### src/rtl/nfpa_pkg.sv
// Shared types and constants for the next-fit page allocator.
// Holds request codes, controller states and bus field widths.
// No dependencies.
package nfpa_pkg;

	localparam int WORD_BITS = 32;
	localparam int BIT_W     = 5;
	localparam int IDX_W     = 10;
	localparam int REQ_W     = 2;
	localparam int NPG_W     = 11;
	localparam int TDATA_W   = 16;

	localparam logic [REQ_W-1:0] REQ_ALLOC = 2'd0;
	localparam logic [REQ_W-1:0] REQ_FREE  = 2'd1;
	localparam logic [REQ_W-1:0] REQ_MARK  = 2'd2;

	typedef enum logic [2:0] {
		ST_CLEAR,
		ST_IDLE,
		ST_RMW,
		ST_SCAN,
		ST_FIN
	} nfpa_state_t;

	typedef struct packed {
		logic             ok;
		logic [IDX_W-1:0] idx;
	} nfpa_res_t;

endpackage

### src/rtl/nfpa_ram.sv
// Generic simple dual-port RAM with one write port and a registered read port.
// Used for the page bitmap store. No dependencies.
module nfpa_ram #(
	parameter int WIDTH = 64,
	parameter int DEPTH = 32
) (
	input  logic                                 clk,
	input  logic                                 we,
	input  logic [(DEPTH > 1 ? $clog2(DEPTH) : 1)-1:0] waddr,
	input  logic [WIDTH-1:0]                     wdata,
	input  logic [(DEPTH > 1 ? $clog2(DEPTH) : 1)-1:0] raddr,
	output logic [WIDTH-1:0]                     rdata
);

	logic [WIDTH-1:0] mem [DEPTH];

	always_ff @(posedge clk) begin
		if (we) begin
			mem[waddr] <= wdata;
		end
		rdata <= mem[raddr];
	end

endmodule

### src/rtl/nfpa_ffs.sv
// Find-first-set unit: returns the lowest set bit of a bitmap word.
// Depends on nothing beyond its parameter.
module nfpa_ffs #(
	parameter int WIDTH = 32
) (
	input  logic [WIDTH-1:0]         vec,
	output logic                     hit,
	output logic [$clog2(WIDTH)-1:0] pos
);

	always_comb begin
		hit = |vec;
		pos = '0;
		for (int i = WIDTH - 1; i >= 0; i--) begin
			if (vec[i]) begin
				pos = ($clog2(WIDTH))'(i);
			end
		end
	end

endmodule

### src/rtl/next_fit_page_allocator.sv
// Top level of the next-fit page allocator: controller, scan pipeline and bitmap RAM.
// Depends on nfpa_pkg, nfpa_ram and nfpa_ffs.
//
// One request is handled at a time. Each RAM word holds 32 usable bits and 32 allocated bits.
// In-range free and mark requests read, modify and write one word. An allocate request reads
// one word per cycle from the scan pointer across the words the window spans (24 by default)
// and ends early at the first free usable page. With no pages present an allocation fails
// without a scan.
// After reset a clearing pass writes every RAM word, one per cycle, and no request is taken
// until it ends; configuration writes are taken at any time.
module next_fit_page_allocator #(
	parameter int TABLE_DEPTH = 1024,
	parameter int WINDOW_LO   = 256,
	parameter int WINDOW_HI   = 1024
) (
	input  logic                         clk,
	input  logic                         arst_n,
	input  logic                         s_tvalid,
	output logic                         s_tready,
	input  logic [nfpa_pkg::TDATA_W-1:0] s_tdata,  // [9:0] page_index, [10] usable_flag
	input  logic [nfpa_pkg::REQ_W-1:0]   s_tuser,  // [1:0] req_type
	output logic                         m_tvalid,
	input  logic                         m_tready,
	output logic [nfpa_pkg::TDATA_W-1:0] m_tdata,  // [9:0] result_index
	output logic                         m_tuser,  // [0] success
	input  logic                         cfg_we,
	input  logic [nfpa_pkg::NPG_W-1:0]   cfg_wdata
);

	localparam int WB     = nfpa_pkg::WORD_BITS;
	localparam int BW     = nfpa_pkg::BIT_W;
	localparam int NWORDS = (TABLE_DEPTH + WB - 1) / WB;
	localparam int AW     = NWORDS > 1 ? $clog2(NWORDS) : 1;
	localparam int PW     = AW + BW;
	localparam int HI_EFF = WINDOW_HI < TABLE_DEPTH ? WINDOW_HI : TABLE_DEPTH;
	localparam bit EMPTY  = WINDOW_LO >= HI_EFF;
	localparam int LO_V   = EMPTY ? 0 : WINDOW_LO;
	localparam int HI_V   = EMPTY ? 1 : HI_EFF;
	localparam int LO_W   = LO_V / WB;
	localparam int LO_B   = LO_V % WB;
	localparam int HL_W   = (HI_V - 1) / WB;
	localparam int HL_B   = (HI_V - 1) % WB;
	localparam int NREADS = HL_W - LO_W + 2;
	localparam int CW     = $clog2(NREADS + 1);

	localparam logic [PW:0]     LO_X    = (PW + 1)'(LO_V);
	localparam logic [PW:0]     HI_X    = (PW + 1)'(HI_V);
	localparam logic [PW-1:0]   LO_P    = PW'(LO_V);
	localparam logic [PW-1:0]   HL_P    = PW'(HI_V - 1);
	localparam logic [AW-1:0]   LO_WA   = AW'(LO_W);
	localparam logic [AW-1:0]   HL_WA   = AW'(HL_W);
	localparam logic [AW-1:0]   LAST_WA = AW'(NWORDS - 1);
	localparam logic [CW-1:0]   NRD_C   = CW'(NREADS);
	localparam logic [CW-1:0]   LASTK   = CW'(NREADS - 1);
	localparam logic [WB-1:0]   ONES    = {WB{1'b1}};
	localparam logic [WB-1:0]   LO_MASK = ONES << LO_B;
	localparam logic [WB-1:0]   HL_MASK = ONES >> (WB - 1 - HL_B);

	nfpa_pkg::nfpa_state_t state_q, state_d;

	logic [nfpa_pkg::REQ_W-1:0] req_q;
	logic [nfpa_pkg::IDX_W-1:0] idx_q;
	logic                       flag_q;
	logic [nfpa_pkg::NPG_W-1:0] num_pages_q;
	logic [PW-1:0]              next_scan_q;
	logic [AW-1:0]              clr_q;
	logic [BW-1:0]              start_bit_q;
	logic [AW-1:0]              iss_word_q;
	logic [CW-1:0]              iss_k_q;
	logic                       valid_s1;
	logic [AW-1:0]              word_s1;
	logic [CW-1:0]              k_s1;
	nfpa_pkg::nfpa_res_t        res_q, res_d, out_q;
	logic                       out_valid_q;

	logic                  ram_we;
	logic [AW-1:0]         ram_waddr, ram_raddr;
	logic [2*WB-1:0]       ram_wdata, ram_rdata;

	logic                       s_accept, out_free, in_range, ns_in, iss_more;
	logic [nfpa_pkg::REQ_W-1:0] in_req;
	logic [nfpa_pkg::IDX_W-1:0] in_idx;
	logic [PW-1:0]              in_idx_p, idx_p, start_p, hit_page;
	logic [WB-1:0]              win_mask, k_mask, cand;
	logic                       hit;
	logic [BW-1:0]              hit_bit;
	logic                       res_load, ns_load, scan_start;

	assign in_req   = s_tuser;
	assign in_idx   = s_tdata[nfpa_pkg::IDX_W-1:0];
	assign in_idx_p = PW'(in_idx);
	assign idx_p    = PW'(idx_q);
	assign in_range = {22'd0, in_idx} < 32'(TABLE_DEPTH);
	assign s_tready = state_q == nfpa_pkg::ST_IDLE;
	assign s_accept = s_tvalid && s_tready;
	assign out_free = !out_valid_q || m_tready;

	assign ns_in    = ({1'b0, next_scan_q} >= LO_X) && ({1'b0, next_scan_q} < HI_X);
	assign start_p  = ns_in ? next_scan_q : LO_P;
	assign iss_more = iss_k_q < NRD_C;

	always_comb begin
		win_mask = ONES;
		if (word_s1 == LO_WA) begin
			win_mask = win_mask & LO_MASK;
		end
		if (word_s1 == HL_WA) begin
			win_mask = win_mask & HL_MASK;
		end
		if (k_s1 == '0) begin
			k_mask = ONES << start_bit_q;
		end else if (k_s1 == LASTK) begin
			k_mask = ~(ONES << start_bit_q);
		end else begin
			k_mask = ONES;
		end
	end

	assign cand     = ram_rdata[WB-1:0] & ~ram_rdata[2*WB-1:WB] & win_mask & k_mask;
	assign hit_page = {word_s1, hit_bit};

	nfpa_ffs #(.WIDTH(WB)) u_ffs (
		.vec (cand),
		.hit (hit),
		.pos (hit_bit)
	);

	nfpa_ram #(.WIDTH(2 * WB), .DEPTH(NWORDS)) u_ram (
		.clk   (clk),
		.we    (ram_we),
		.waddr (ram_waddr),
		.wdata (ram_wdata),
		.raddr (ram_raddr),
		.rdata (ram_rdata)
	);

	always_comb begin
		state_d    = state_q;
		ram_we     = 1'b0;
		ram_waddr  = clr_q;
		ram_wdata  = '0;
		ram_raddr  = iss_word_q;
		res_load   = 1'b0;
		res_d      = '0;
		ns_load    = 1'b0;
		scan_start = 1'b0;
		unique case (state_q)
			nfpa_pkg::ST_CLEAR: begin
				ram_we = 1'b1;
				if (clr_q == LAST_WA) begin
					state_d = nfpa_pkg::ST_IDLE;
				end
			end
			nfpa_pkg::ST_IDLE: begin
				ram_raddr = in_idx_p[PW-1:BW];
				if (s_accept) begin
					if (in_req == nfpa_pkg::REQ_ALLOC) begin
						if (num_pages_q == '0 || EMPTY) begin
							res_load = 1'b1;
							state_d  = nfpa_pkg::ST_FIN;
						end else begin
							scan_start = 1'b1;
							state_d    = nfpa_pkg::ST_SCAN;
						end
					end else if (in_range && (in_req == nfpa_pkg::REQ_FREE ||
							in_req == nfpa_pkg::REQ_MARK)) begin
						state_d = nfpa_pkg::ST_RMW;
					end else begin
						res_load  = 1'b1;
						res_d.idx = in_idx;
						state_d   = nfpa_pkg::ST_FIN;
					end
				end
			end
			nfpa_pkg::ST_RMW: begin
				ram_we    = 1'b1;
				ram_waddr = idx_p[PW-1:BW];
				ram_wdata = ram_rdata;
				if (req_q == nfpa_pkg::REQ_FREE) begin
					ram_wdata[WB + int'(idx_p[BW-1:0])] = 1'b0;
				end else begin
					ram_wdata[int'(idx_p[BW-1:0])] = flag_q;
				end
				res_load  = 1'b1;
				res_d.idx = idx_q;
				res_d.ok  = 1'b1;
				state_d   = nfpa_pkg::ST_FIN;
			end
			nfpa_pkg::ST_SCAN: begin
				if (valid_s1) begin
					if (hit) begin
						ram_we    = 1'b1;
						ram_waddr = word_s1;
						ram_wdata = ram_rdata;
						ram_wdata[WB + int'(hit_bit)] = 1'b1;
						ns_load   = 1'b1;
						res_load  = 1'b1;
						res_d.idx = nfpa_pkg::IDX_W'(hit_page);
						res_d.ok  = 1'b1;
						state_d   = nfpa_pkg::ST_FIN;
					end else if (k_s1 == LASTK) begin
						res_load = 1'b1;
						state_d  = nfpa_pkg::ST_FIN;
					end
				end
			end
			nfpa_pkg::ST_FIN: begin
				if (out_free) begin
					state_d = nfpa_pkg::ST_IDLE;
				end
			end
			default: begin
				state_d = nfpa_pkg::ST_IDLE;
			end
		endcase
	end

	always_ff @(posedge clk or negedge arst_n) begin
		if (!arst_n) begin
			state_q     <= nfpa_pkg::ST_CLEAR;
			clr_q       <= '0;
			num_pages_q <= '0;
			next_scan_q <= LO_P;
			valid_s1    <= 1'b0;
			iss_k_q     <= '0;
			out_valid_q <= 1'b0;
		end else begin
			state_q <= state_d;
			if (state_q == nfpa_pkg::ST_CLEAR) begin
				clr_q <= clr_q + 1'b1;
			end
			if (cfg_we) begin
				num_pages_q <= cfg_wdata;
			end
			if (ns_load) begin
				next_scan_q <= (hit_page == HL_P) ? LO_P : hit_page + 1'b1;
			end
			valid_s1 <= state_q == nfpa_pkg::ST_SCAN && state_d == nfpa_pkg::ST_SCAN && iss_more;
			if (scan_start) begin
				iss_k_q <= '0;
			end else if (state_q == nfpa_pkg::ST_SCAN && iss_more) begin
				iss_k_q <= iss_k_q + 1'b1;
			end
			if (state_q == nfpa_pkg::ST_FIN && out_free) begin
				out_valid_q <= 1'b1;
			end else if (m_tready) begin
				out_valid_q <= 1'b0;
			end
		end
	end

	always_ff @(posedge clk) begin
		if (s_accept) begin
			req_q  <= in_req;
			idx_q  <= in_idx;
			flag_q <= s_tdata[nfpa_pkg::IDX_W];
		end
		if (scan_start) begin
			start_bit_q  <= start_p[BW-1:0];
			iss_word_q   <= start_p[PW-1:BW];
		end else if (state_q == nfpa_pkg::ST_SCAN && iss_more) begin
			iss_word_q <= (iss_word_q == HL_WA) ? LO_WA : iss_word_q + 1'b1;
		end
		if (state_q == nfpa_pkg::ST_SCAN) begin
			word_s1 <= iss_word_q;
			k_s1    <= iss_k_q;
		end
		if (res_load) begin
			res_q <= res_d;
		end
		if (state_q == nfpa_pkg::ST_FIN && out_free) begin
			out_q <= res_q;
		end
	end

	assign m_tvalid = out_valid_q;
	assign m_tdata  = nfpa_pkg::TDATA_W'(out_q.idx);
	assign m_tuser  = out_q.ok;

endmodule

### config.mk
export PLATFORM = sky130hd
export DESIGN_NAME = next_fit_page_allocator
export DESIGN_NICKNAME = d
export VERILOG_FILES = /design/src/rtl/nfpa_pkg.sv /design/src/rtl/nfpa_ram.sv /design/src/rtl/nfpa_ffs.sv /design/src/rtl/next_fit_page_allocator.sv
export SDC_FILE = /design/constraint.sdc
export NUM_CORES = 2
export LEC_CHECK = 0
export BUFFER_PORTS_ARGS = -buffer_cell sky130_fd_sc_hd__buf_2
export CAP_MARGIN = 20
export CORE_MARGIN = 5
export CORE_UTILIZATION = 40
export DETAILED_ROUTE_END_ITERATION = 6
export GPL_ROUTABILITY_DRIVEN = 0
export PLACE_DENSITY = 0.61
export SLEW_MARGIN = 0
export SYNTH_ARGS = -nofsm -noshare
export SYNTH_HDL_FRONTEND = slang
export SYNTH_SLANG_ARGS = --single-unit
### constraint.sdc
create_clock -name clk -period 11.8 [get_ports clk]
set_input_delay 0.59 -clock clk [delete_from_list [all_inputs] [get_ports clk]]
set_output_delay 0.59 -clock clk [all_outputs]
set_load 0.1 [all_outputs]
* After elaboration in Yosys (flattened, before gate mapping)
Memories as Yosys holds them, arrays and structs flattened. A register that Yosys moved wholly into a read port is not among the register bits. Index checks and enable logic that the tools add are counted.
Cells by class: add/subtract/negate cells 6, $lt $le $gt $ge 8, equality and inequality tests 12, shifts and indexed selects 1, muxes and demuxes 93, bitwise logic cells 7, reduce and logical (&&, ||, !) cells 19
Operators by type and width (count):
- 5-bit 2-to-1 mux | 40
- 64-bit 2-to-1 mux | 3
- 64-bit case mux with 2 select lines | 1
- 32-bit bitwise AND | 2
- 64-bit bitwise AND | 1
- 64-bit bitwise mux | 1
- 32-bit 2-to-1 mux | 2
- 32-bit NOT | 2
- 64-bit NOT | 1
- 64-bit OR | 1
- 10-bit 2-to-1 mux | 5
- 32-bit OR reduction | 1
- 32-bit by 5-bit left shift with 32-bit output, first input constant | 1
- 10-bit case mux with 3 select lines | 1
- 3-bit 2-to-1 mux | 9
- 11-bit 2-to-1 mux | 2
- 1-bit 2-to-1 mux | 21
- 5-bit by 1-bit adder with 5-bit output, second input constant | 3
- 5-bit == test, second input constant | 3
- 3-bit case mux with 5 select lines | 1
- 6-bit by 5-bit adder with 7-bit output, first input constant | 2
- 7-bit by 1-bit >= comparator with 1-bit output, second input constant | 2
- 7-bit < comparator, second input constant | 2
- 1-bit demux with 6-bit select | 2
- 24 further kinds | 37
Word-level totals: register bits after elaboration 91, bits in writable memories 2048, output and inout port bits 19, word-level logic and storage cells 165, memories 1
Memories:
- u_ram.mem | words 32, bits a word 64, rd ports 1, clocked after memory_dff 1, write ports 1, line nfpa_ram.sv:15 | logic [WIDTH-1:0] mem [DEPTH];

* Logic depth before layout (Yosys ltp)
depth in word-level cells 46, depth in mapped cells 17, mapped depth without buffers 15

* By module
From an unflattened synthesis, not the netlist that was laid out.
Unflattened totals: cell total of the unflattened synthesis 3888, area total of the unflattened synthesis 85799.8 sq um
Modules (own cells, without submodules):
- nfpa_ram | instances 1, cells an instance 3096, area each 78964.5 sq um, sequential area each 62780.2 sq um
- next_fit_page_allocator | instances 1, cells an instance 727, area each 6449.9 sq um, sequential area each 2553.7 sq um
- nfpa_ffs | instances 1, cells an instance 65, area each 385.4 sq um, sequential area each 0.0 sq um

* Worst setup path after synthesis
OpenSTA, ideal clock, no wires.
path type register to register, from reg k_s1[2], to mem u_ram.mem[20][0], enable pin, library setup time 0.667 ns, data arrival time 9.121 ns, required time 11.133 ns, setup slack 2.012 ns, cell stages (with the launch flop) 12, path buffers 2, period minus slack after synthesis 9.788 ns, cell sequence edfxtp_1 or3_1 buf_6 nor2_8 a21oi_1 a2111oi_2 nand4_1 buf_2 o2111ai_1 o211ai_2 nand3b_1 nor4b_1
On the way: word-level cells in the longest chain between the ends 10, elaborated cells between the ends (all ways) 14, classes of those cells 1 x eq/ne; 10 x mux; 1 x bitwise; 2 x reduce/logical
Ends and longest elaborated chain:
- start, declared | line next_fit_page_allocator.sv:72 | logic [CW-1:0] k_s1;
- start signal, assigned | line next_fit_page_allocator.sv:266 | k_s1 <= iss_k_q;
- 5-bit == test | line next_fit_page_allocator.sv:112 | end else if (k_s1 == LASTK) begin
- 32-bit 2-to-1 mux | line next_fit_page_allocator.sv:112
- 32-bit 2-to-1 mux * | line next_fit_page_allocator.sv:110 | if (k_s1 == '0) begin
- 32-bit bitwise AND * | line next_fit_page_allocator.sv:119 | assign cand = ram_rdata[WB-1:0] & ~ram_rdata[2*WB-1:WB] & win_mask & k_mask;
- 32-bit OR reduction * | line nfpa_ffs.sv:12 | hit = |vec;
- 1-bit 2-to-1 mux | line next_fit_page_allocator.sv:191 | if (hit) begin
- 1-bit 2-to-1 mux | line next_fit_page_allocator.sv:190 | if (valid_s1) begin
- 1-bit case mux with 2 select lines | line next_fit_page_allocator.sv:147 | unique case (state_q)
- 1-bit 2-to-1 mux | line nfpa_ram.sv:18 | if (we) begin
- 1-bit 2-to-1 mux (implied by the code) | line nfpa_ram.sv:19 | mem[waddr] <= wdata;
- end, declared | line nfpa_ram.sv:15
Every way passes the cells marked *; elsewhere a longest branch is shown, timed or not.

* Worst setup path in the final report
from reg k_s1[2], to mem u_ram.mem[30][21], enable pin
The elaborated chain is that of the path after synthesis.

==> flow_summary_export.csv <==
group,metric,value,unit
clocking,cts-root-buf,"clkbuf_16",
detailed_routing,drt-wirelength-per-cell,24.7,um
worst_setup_path,setup.worst_path.class,"reg2reg",
finish,drive_gt1_frac,0.0922,
timing,drv_slew,0,
clocking,cts_tree,"done",
timing,tns,0,ns
timing,finalHoldViolations,0,
timing,worst_clock_skew,0.0551,ns
detailed_routing,via_count,58900,
yosys,synth_compound_area_frac,0.0893,
worst_setup_path,crit_required,12.26,ns
die,start_util,0.403,
die,core,223000,um2
worst_setup_path,critical-path-top-delay-family,"simple AND/OR/NAND/NOR gates",
detailed_routing,drt_iter0_markers,7587,
global_routing,grt_pass1_vias,55500,
timing,final.min_clock_period,6.75,ns
clocking,clock-sinks,2203,
yosys,postSynthCellCount,7053,
yosys,yosys.area_share.adder,0.00139,
clocking,cts-resized-gates,0,
worst_setup_path,cp-end-kind,"register",
yosys,synth_edf_count,2103,
pwr,cellPowerDensity,150,nW/um2
timing,clock.fmax,148,MHz
worst_setup_path,crit_top_cell,"buf_4",
yosys,yosysMostFrequentCell,"nand2_1",
detailed_routing,drc,0,
timing,rsz0062_at_grt,"no",
yosys,synthesis.area,89700,um2
global_routing,grt.overflow.total,0,
placed_design,placed_cell_area,93700,um2
timing,period_share,0.572,
die,rows,173,
clocking,htree_levels,4,
yosys,ys_ff_latch,2203,
global_routing,antenna_found_initial,3,
global_routing,grt_usage,0.208,
worst_setup_path,crit_buf_inv,3,
pwr,power.leakage,33.1,nW
yosys,yosys_most_used_dff,"edfxtp_1",
yosys,synthTopCellsByArea,"edfxtp_1 (70%), nand2_1 (8.9%), a311oi_1 (3.8%), nand3_1 (3.0%), and3_1 (1.8%)",
pwr,ir_worst_vdd,0.000151,V
worst_setup_path,cp_max_fo,34,
worst_hold_path,holdCritPathClass,"in2reg",
finish,fin_nets,7063,
yosys,synthSimpleGateAreaFrac,0.154,
global_routing,grt_pass1_wl,370000,um
yosys,synth_top_area_cell,"edfxtp_1",
yosys,synth_top_family_by_area,"simple AND/OR/NAND/NOR gates",
detailed_routing,drt.antenna.violating_nets,0,
clocking,cts_buffers,211,
yosys,yosysSeqAreaShare,0.728,
die,die_w,484,um
yosys,synth.mux.area_fraction,0.00291,
worst_setup_path,slowest_delay,0.73,ns
clocking,cts_setup_buffers,0,
yosys,yosys_warnings,0,
job,cap_violations,0,
yosys,synth_cell_types,92,
yosys,synth_common_cells,"nand2_1 (2132), edfxtp_1 (2103), nand3_1 (533), clkbuf_1 (433), a311oi_1 (385)",
yosys,syn_area_per_cell,12.7,um2
timing,tightest_slew,1.20,ns
timing,maxSlewHeadroom,0.201,
timing,setup_ws,5.05,ns
worst_setup_path,crit_slowest_cell,"buf_4",
global_routing,grt_max_degree,170,
detailed_routing,vias_per_cell,5.78,
die,die_area,234000,um2
yosys,synth_top_area_share,0.704,
worst_setup_path,cp.arrival,7.20,ns
finish,stdcell_area,101000,um2
finish,final_util,0.454,
placed_design,hpwl,125000,um
worst_setup_path,cp_cell_sequence,"nor3_2 -> nand2_1 -> a22oi_1 -> and3_1 -> nand4_1 -> o21a_2 -> o211ai_1 -> buf_4 -> nand3b_1 -> nor2_4 -> buf_4 -> buf_4",
detailed_routing,wl,251000,um
clocking,cts.reportedPaths.clkPinSlew,0.06,ns
outcome,status,"completed",
timing,setup_violations,0,
clocking,clk_path_buf_depth,3,
die,die_h,484,um
clocking,clk_latency,0.88,ns
die,io_pins,53,
detailed_routing,firstDrtPassIters,7,
worst_setup_path,critPathLaunchType,"register",
yosys,ys_async_sr_fraction,0.0163,
placed_design,io_buffers,41,
placed_design,pre_cts_slack,5.32,ns
finish,syn_to_final_growth,12.7,%
yosys,synth_xor_xnor_area_share,0.000976,
## path summary, 6_finish.rpt
kind	from	endpoint	slack, ns	cells after the start
setup / recovery	k_s1[2]$_DFFE_PP_	u_ram.mem[30][21]$_DFFE_PP_	5.05	12
hold / removal	cfg_we	num_pages_q[5]$_DFFE_PN0P_	0.19	2
hold reg to reg	res_q[3]$_DFFE_PP_	m_tdata[3]$_DFFE_PP_	0.42	0
min in group asynchronous	arst_n	valid_s1$_DFF_PN0_	0.43	2
max in group asynchronous	arst_n	iss_k_q[4]$_DFFE_PN0P_	10.78	2
setup reg to reg	k_s1[2]$_DFFE_PP_	u_ram.mem[30][21]$_DFFE_PP_	5.05	12
## repair_timing
action / 4_1_cts / 5_1_grt
endpoints found under the hold margin: 60 / 0
hold buffers: 26 / 0
setup endpoints to repair: 0 / 0
## final cells by class
type | instances | area [um2]
multi-input cells | 4324 | 22800
clock inverters | 94 | 1010
fillers | 19400 | 122000
repair buffers | 263 | 2280
diodes | 6 | 15.0
well taps | 2975 | 3720
clock buffers | 294 | 5810
flip-flops and latches | 2203 | 65300
inverters | 16 | 60.1
## metrics by stage
stage	power [mW]	hold WS, ns	std cells
6_report	15.1	0.185	10200
2_1_floorplan	8.62	0.294	7058
5_1_grt	15.6	0.150	10200
4_1_cts	15.2	0.113	10200
3_3_place_gp	8.63	0.404	9731
3_5_place_dp	8.63	0.405	9738
## state kept, by name, indices dropped and copies added (netlist names)
register     cells
req_q            2
valid_s1         1
u_ram.rdata     64
iss_word_q       5
iss_k_q          5
res_q           11
start_bit_q      5
m_tvalid         1
next_scan_q     10
state_q          3
clr_q            5
num_pages_q     11
m_tuser          1
idx_p           10
word_s1          5
k_s1             5
u_ram.mem     2048
flag_q           1
m_tdata         10
## per-layer routing
metal | vias to the layer above | part of all wire | track usage
met3 | 481 | 0.089 | 0.0410
met1 | 29500 | 0.42 | 0.293
met4 | 0 | 0.032 | 0.0664
met2 | 2712 | 0.46 | 0.326
li1 | 26200 | - | -
met5 | - | 0 | 0
## worst register-to-register path, cell delays in order (launching register included)
cell and delay (ns):
edfxtp_1 0.41, nor3_2 0.51, nand2_1 0.69, a22oi_1 0.58, and3_1 0.32, nand4_1 0.57, o21a_2 0.50, o211ai_1 0.25
buf_4 0.29, nand3b_1 0.50, nor2_4 0.21, buf_4 0.73, buf_4 0.70
## placed cells by master (no fill, tap or decap), drive strengths merged, types with 10 or more instances in the layout
cell,synthesis,routed
nand2,2132,2132
edfxtp,2103,2103
nand3,533,533
a311oi,385,385
clkbuf,436,295
and3,264,264
buf,79,236
a21oi,168,168
a31oi,142,142
o21ai,142,142
a211oi,77,77
a21o,74,74
nor2,71,71
clkinv,0,66
dfxtp,64,64
dfrtp,35,35
nand2b,32,32
dlygate4sd3,0,26
nor2b,24,24
o211ai,23,23
nor3,22,22
inv,16,22
and2,17,17
mux2,17,17
bufinv,0,15
a41oi,12,12
a22oi,10,10
a22o,10,10
ha,10,10
or2,10,10
## cells by family after synthesis
| family | count (synthesis) |
|---|---|
| other | 1 |
| muxes | 24 |
| AOI/OAI and AO/OA | 1109 |
| DFF | 2203 |
| adders and majority gates | 10 |
| and+or+nand+nor | 3165 |
| xor gates and xnor gates | 10 |
| buffers and inverters | 531 |
## report_power, final
part,switching [mW],internal (mW)
clock network,2.89,3.77
logic,0.0193,0.0132
registers,0.00187,8.43
No activity file was read; power rests on OpenSTA's default activity.
